--- src/design/cdd_pkg.sv ---
// Shared types and constants for the cloud-in-cell density deposit block.
`timescale 1ns / 1ps

package cdd_pkg;

   localparam int FRAC_W    = 16;
   localparam int WT_W      = 17;
   localparam int CONTRIB_W = 33;
   localparam int DEN_W     = 48;
   localparam int POS_W     = 32;
   localparam int CELL_W    = 5;
   localparam int CSR_IDX_W = 8;

   localparam logic [CSR_IDX_W-1:0] CSR_INV_CELL_SIZE = 8'd0;
   localparam logic [CSR_IDX_W-1:0] CSR_SCALED_MASS   = 8'd1;

   localparam logic [1:0] OP_DEPOSIT    = 2'd0;
   localparam logic [1:0] OP_READ       = 2'd1;
   localparam logic [1:0] OP_READ_CLEAR = 2'd2;
   localparam logic [1:0] OP_UNUSED     = 2'd3;

   localparam logic [WT_W-1:0] ONE_Q16 = 17'h10000;

   typedef enum logic [1:0] {
      MK_ADD   = 2'd0,
      MK_READ  = 2'd1,
      MK_RDCLR = 2'd2,
      MK_CLEAR = 2'd3
   } mem_kind_type;

   typedef struct packed {
      logic         valid;
      mem_kind_type kind;
   } mem_ctl_type;

endpackage

--- src/design/cdd_weight_pipe.sv ---
// Three-stage corner weight and mass contribution pipeline.
`timescale 1ns / 1ps

module cdd_weight_pipe #(
   parameter int AW = 15
) (
   input  logic                            clock,
   input  logic                            reset,
   input  logic                            in_valid,
   input  logic [cdd_pkg::WT_W-1:0]        in_a,
   input  logic [cdd_pkg::WT_W-1:0]        in_b,
   input  logic [cdd_pkg::WT_W-1:0]        in_c,
   input  logic [AW-1:0]                   in_addr,
   input  logic [31:0]                     scaled_mass,
   output logic                            out_valid,
   output logic [cdd_pkg::CONTRIB_W-1:0]   out_contrib,
   output logic [AW-1:0]                   out_addr,
   output logic                            busy
);

   logic                         v1_ff, v2_ff, v3_ff;
   logic [2*cdd_pkg::WT_W-1:0]   ab_ff;
   logic [cdd_pkg::WT_W-1:0]     c1_ff;
   logic [cdd_pkg::WT_W-1:0]     w2_ff;
   logic [cdd_pkg::CONTRIB_W-1:0] contrib3_ff;
   logic [AW-1:0]                addr1_ff, addr2_ff, addr3_ff;
   logic [2*cdd_pkg::WT_W-1:0]   abc_in;
   logic [31+cdd_pkg::WT_W:0]    mw_in;

   assign abc_in = ab_ff[32:16] * c1_ff;
   assign mw_in  = 49'(scaled_mass) * 49'(w2_ff);

   always_ff @(posedge clock) begin
      if (reset) begin
         v1_ff <= 1'b0;
         v2_ff <= 1'b0;
         v3_ff <= 1'b0;
      end else begin
         v1_ff <= in_valid;
         v2_ff <= v1_ff;
         v3_ff <= v2_ff;
      end
      ab_ff       <= in_a * in_b;
      c1_ff       <= in_c;
      addr1_ff    <= in_addr;
      w2_ff       <= abc_in[32:16];
      addr2_ff    <= addr1_ff;
      contrib3_ff <= mw_in[48:16];
      addr3_ff    <= addr2_ff;
   end

   assign out_valid   = v3_ff;
   assign out_contrib = contrib3_ff;
   assign out_addr    = addr3_ff;
   assign busy        = v1_ff | v2_ff | v3_ff;

endmodule

--- config.mk ---
export PLATFORM = sky130hd
export DESIGN_NAME = cdd_weight_pipe
export DESIGN_NICKNAME = d
export VERILOG_FILES = /design/src/design/cdd_pkg.sv /design/src/design/cdd_weight_pipe.sv
export SDC_FILE = /design/constraint.sdc
export NUM_CORES = 2
export LEC_CHECK = 0
export BUFFER_PORTS_ARGS = -buffer_cell sky130_fd_sc_hd__buf_2
export CELL_PAD_IN_SITES_DETAIL_PLACEMENT = 1
export CELL_PAD_IN_SITES_GLOBAL_PLACEMENT = 1
export CORE_ASPECT_RATIO = 0.6
export CORE_MARGIN = 2
export CORE_UTILIZATION = 55
export CTS_CLUSTER_DIAMETER = 60
export DETAILED_ROUTE_END_ITERATION = 6
export PLACE_DENSITY = 0.95
export SYNTH_ARGS = -nofsm -noshare
export SYNTH_HDL_FRONTEND = slang
export SYNTH_SLANG_ARGS = --single-unit
export TNS_END_PERCENT = 50
--- constraint.sdc ---
create_clock -name clock -period 22.4 [get_ports clock]
set_input_delay 4.48 -clock clock [delete_from_list [all_inputs] [get_ports clock]]
set_output_delay 4.48 -clock clock [all_outputs]
set_load 0.005 [all_outputs]
* Yosys cells after proc, flatten, opt, wreduce, memory -nomap -nowiden
Index checks and enable logic that the tools add are counted.
Storage, ports and cells: word-level logic and storage cells 15, output and inout port bits 50, input port bits 101, register bits 148
Operators by class: multipliers 3, bitwise logic cells 2
Operators with widths (count):
- multiplier 17 x 17 -> 33 bit | 2
- multiplier 32 x 17 -> 49 bit | 1
- OR 1 bit | 2

* Longest topological paths before layout
depth in word-level cells 2, gate-level depth with buffers 25, mapped depth without buffers 23

* Worst setup path before layout
Ideal clock, no wire load.
path type input -> register, start input in_b[5] in the netlist's numbering, end register ab_ff[32] in the netlist's numbering, cell stages on the path 23, data arrival time 10038 ps, required time 22328 ps, setup time 72 ps, path slack 12290 ps, cell sequence clkbuf_1 > clkbuf_1 > nand2_1 > fa_1 > inv_1 > fa_1 > inv_1 > fa_1 > inv_1 > fa_1 > inv_1 > fa_1 > inv_1 > fa_1 > ha_1 > a21o_1 > a21oi_1 > nor2b_1 > a311oi_1 > nor2b_1 > o221ai_1 > o41ai_1 > xnor2_1
Between the ends: longest elaborated chain between the ends 1
RTL lines:
- from (decl) | RTL line cdd_weight_pipe.sv:11 | input logic [cdd_pkg::WT_W-1:0] in_b,
- multiplier 17 x 17 -> 33 bit | RTL line cdd_weight_pipe.sv:43 | ab_ff <= in_a * in_b;
- to (signal assigned) | RTL line cdd_weight_pipe.sv:43
- to (decl) | RTL line cdd_weight_pipe.sv:22 | logic [2*cdd_pkg::WT_W-1:0] ab_ff;
No other way between the ends. A chain may end at the register's enable or synchronous reset.

* Final worst setup path
start input scaled_mass[12], end register contrib3_ff, in the netlist out_contrib[32]
Between the ends: longest elaborated chain between the ends 1
RTL lines:
- from (decl) | RTL line cdd_weight_pipe.sv:14 | input logic [31:0] scaled_mass,
- multiplier 32 x 17 -> 49 bit | RTL line cdd_weight_pipe.sv:31 | assign mw_in = 49'(scaled_mass) * 49'(w2_ff);
- net mw_in (one bit) | RTL line cdd_weight_pipe.sv:28 | logic [31+cdd_pkg::WT_W:0] mw_in;
- to (signal assigned) | RTL line cdd_weight_pipe.sv:48 | contrib3_ff <= mw_in[48:16];
- to (decl) | RTL line cdd_weight_pipe.sv:25 | logic [cdd_pkg::CONTRIB_W-1:0] contrib3_ff;
The timed path passes the listed nets, and every way through them passes these cells.

==> flow_summary_export.csv <==
group,metric,value,unit
status,run_status,"complete, no violations",
cells_and_area,seq_area,2650,um2
placement,dpl_cell_area,38600,um2
grt,track_usage,43.2,%
timing,fmax,90.3,MHz
grt,busiest_layer,"met2",
placement,hpwl,105000,um
die,dieArea,69800,um2
timing,fin_skew,0.0223,ns
cts,post-cts-setup-buffers,0,
grt,grt_pass1_vias,37200,
logic_synthesis,syn_inst,4175,
die,die_h,205,um
flow_run,maxCapViolCount,0,
setup_path,startpoint,"scaled_mass[12]",
timing,period_needed,11.07,ns
timing,fin_setup_tns,0,ns
logic_synthesis,syn_nets,5490,
die,ios,151,
cts,cts_max_level,4,
die,die_x,340,um
cells_and_area,num-fill-cells,7639,
cts,clock_latency,0.49,ns
timing,period_share,49.4,%
die,fp.coreArea,66600,um2
grt,grtUsageMet2,68.9,%
timing,rsz0062_at_grt,"false",
cts,root_buffer,"clkbuf_16",
setup_path,crit_path_end_kind,"flip-flop",
grt,met3_usage,15.2,%
logic_synthesis,yosys_warnings,0,
placement,gp_congestion,0.955,
logic_synthesis,synth_cell_types,55,
routing,vias,31000,
setup_path,critPathArrivalTime,11.43,ns
grt,grt_max_degree,33,
logic_synthesis,synth_area,37200,um2
cts,cts_buffer_depth,2,
timing,slew-limit-headroom,20.3,%
routing,wl_per_cell,28.4,um
placement,port_buffers,150,
cts,postCtsResizedCells,0,
grt,grt-ovfl-total,0,
setup_path,crit_path_max_fanout,17,
routing,drt_iter0_drc,3449,
cts,cts_hold_buf,0,
logic_synthesis,synth_ff_type,"dfxtp_1",
cells_and_area,final_nets,5504,
cts,cts_sinks,132,
setup_path,critPathLaunchType,"input port",
cts,cts_buffers,17,
grt,antenna_found_initial,4,
cells_and_area,multiInputGateArea,29800,um2
routing,drc,0,
routing,final_antenna_net_count,0,
timing,finalHoldViolations,0,
grt,grt_pass1_wl,223000,um
routing,wl,145000,um
cells_and_area,drive_gt1_share,5.28,%
setup_path,path_class,"in2reg",
setup_path,cp.required,22.76,ns
routing,drtPass1Iterations,6,
timing,report.final.setup_viol,0,
cells_and_area,syn_to_final_growth,5.43,%
die,row_count,73,
die,start_util,55.9,%
grt,grt_use_met1,50.1,%
cts,clkTransAtPathRegs,0.07,ns
cells_and_area,final_util,58.9,%
setup_path,timing.rr.start,"w2_ff[8]$_DFF_P_",
timing,worst_pin_slew,1.19,ns
routing,avgViaCountPerCell,6.08,
cts,cts_tree,"built",
logic_synthesis,synth_edf_count,0,
cells_and_area,antenna_cells,0,
timing,slew_violations,0,
hold_path,min-delay-start,"addr1_ff[9]$_DFF_P_",
cells_and_area,post-route-cell-area,39200,um2
logic_synthesis,async_flop_share,0,%
logic_synthesis,synth.yosys.seq_area_share,7.10,%
logic_synthesis,ys_seq_elements,132,
hold_path,hold_path.class,"reg2reg",
logic_synthesis,synth.avg_cell_area,8.91,um2
[registers in the layout (all words and copies together), names as in the netlist]
signal	count
out_contrib	33
ab_ff	17
c1_ff	17
w2_ff	17
addr1_ff	15
addr2_ff	15
out_addr	15
out_valid	1
v1_ff	1
v2_ff	1
[placed cells by master, fill, tap and decap left out, drive strengths merged, types with 3 or more instances in the layout]
master     n
buf      172
nor2b     13
xor2      28
o41ai      4
o21ai     38
clkinv     3
o21a       8
nand3     18
o31ai      4
nand4     13
clkbuf    17
a31oi     10
o211ai     3
dfxtp    132
a21boi     3
a21o      37
nand2b     3
nor2      35
and3      13
nand2    787
and2     376
fa       889
or3        4
xnor2     45
a21oi     69
o21bai    10
nor3      13
a211oi     7
a211o      4
inv     1095
ha       325
[layer usage]
layer | wire length [um] | vias to the layer above
met1 | 50300 | 15600
met5 | 108 | -
met2 | 66000 | 2469
li1 | - | 12000
met4 | 10300 | 10
met3 | 18100 | 911
[metrics by stage]
| stage | hold slack (ns) | cells | worst slack, ns |
|---|---|---|---|
| final | 0.323 | 5102 | 11.33 |
| after CTS | 0.324 | 5101 | 11.60 |
| after detailed placement | 0.313 | 5069 | 11.14 |
| after floorplan | 0.310 | 4175 | 12.29 |
| after global placement | 0.310 | 5069 | 11.62 |
| after global routing | 0.334 | 5102 | 11.22 |
[path summary, 6_finish.rpt]
| path | end | slack [ns] | cells after the start |
|---|---|---|---|
| worst max register to register | out_contrib[32]$_DFF_P_ | 14.60 | 19 |
| worst min-delay path | addr2_ff[9]$_DFF_P_ | 0.32 | 0 |
| worst min register to register | addr2_ff[9]$_DFF_P_ | 0.32 | 0 |
| worst max-delay path | out_contrib[32]$_DFF_P_ | 11.33 | 20 |
[logic make-up (layout without fill, tap and decap cells)]
group / after synthesis / count (layout) / share of synthesized area (%)
buf+inv: 1263 / 1290 / 12.7
simple gates: 1280 / 1280 / 15.9
compound gates: 213 / 213 / 3.75
flops: 132 / 132 / 7.10
fa+ha+maj: 1214 / 1214 / 58.8
xor+xnor: 73 / 73 / 1.72
[final cells by class]
type | instances | area share, %
multi-input cells | 2780 | 76.0
inverters | 1086 | 10.4
flip-flops and latches | 132 | 6.76
well taps | 900 | 2.87
repair buffers | 172 | 2.34
clock buffers | 17 | 1.08
clock inverters | 15 | 0.530
[worst max-delay path: stages]
cell     delay, ns
buf_2         0.44
nand2_1       0.20
fa_1          0.57
fa_1          0.51
fa_1          0.62
inv_1         0.09
fa_1          0.50
fa_1          0.49
inv_1         0.05
fa_1          0.50
inv_1         0.06
ha_1          0.37
nand2_1       0.18
o21ai_0       0.29
nand3_1       0.15
a31oi_1       0.96
o21ai_1       0.29
a21oi_1       0.32
a31oi_1       0.17
xnor2_1       0.16
[synthesized netlist by cell type, types with 3 or more instances]
library cell | number | area share, %
ha_1 | 325 | 11
a31oi_1 | 9 | 0.15
o41ai_1 | 3 | 0.071
or3_1 | 4 | 0.067
nand3_1 | 18 | 0.24
o31ai_1 | 4 | 0.081
a21o_1 | 37 | 0.75
nor2b_1 | 12 | 0.20
xnor2_1 | 45 | 1.1
a21oi_1 | 67 | 0.90
o21ai_0 | 27 | 0.36
a21boi_0 | 3 | 0.061
o21ai_1 | 9 | 0.12
fa_1 | 889 | 48
dfxtp_1 | 132 | 7.1
nor3_1 | 13 | 0.17
and3_1 | 12 | 0.20
a211o_1 | 3 | 0.071
nor2_1 | 35 | 0.35
o21a_1 | 8 | 0.16
o21bai_1 | 10 | 0.20
nand2b_1 | 3 | 0.050
nand2_1 | 787 | 7.9
inv_1 | 1086 | 11
clkbuf_1 | 177 | 1.8
nand4_1 | 13 | 0.22
xor2_1 | 28 | 0.66
a211oi_1 | 6 | 0.12
and2_1 | 376 | 6.3
o211ai_1 | 3 | 0.061
Power is left out: the tool's default activity adds up to more than one toggle a clock period on the data nets, which glitch-free logic cannot reach.
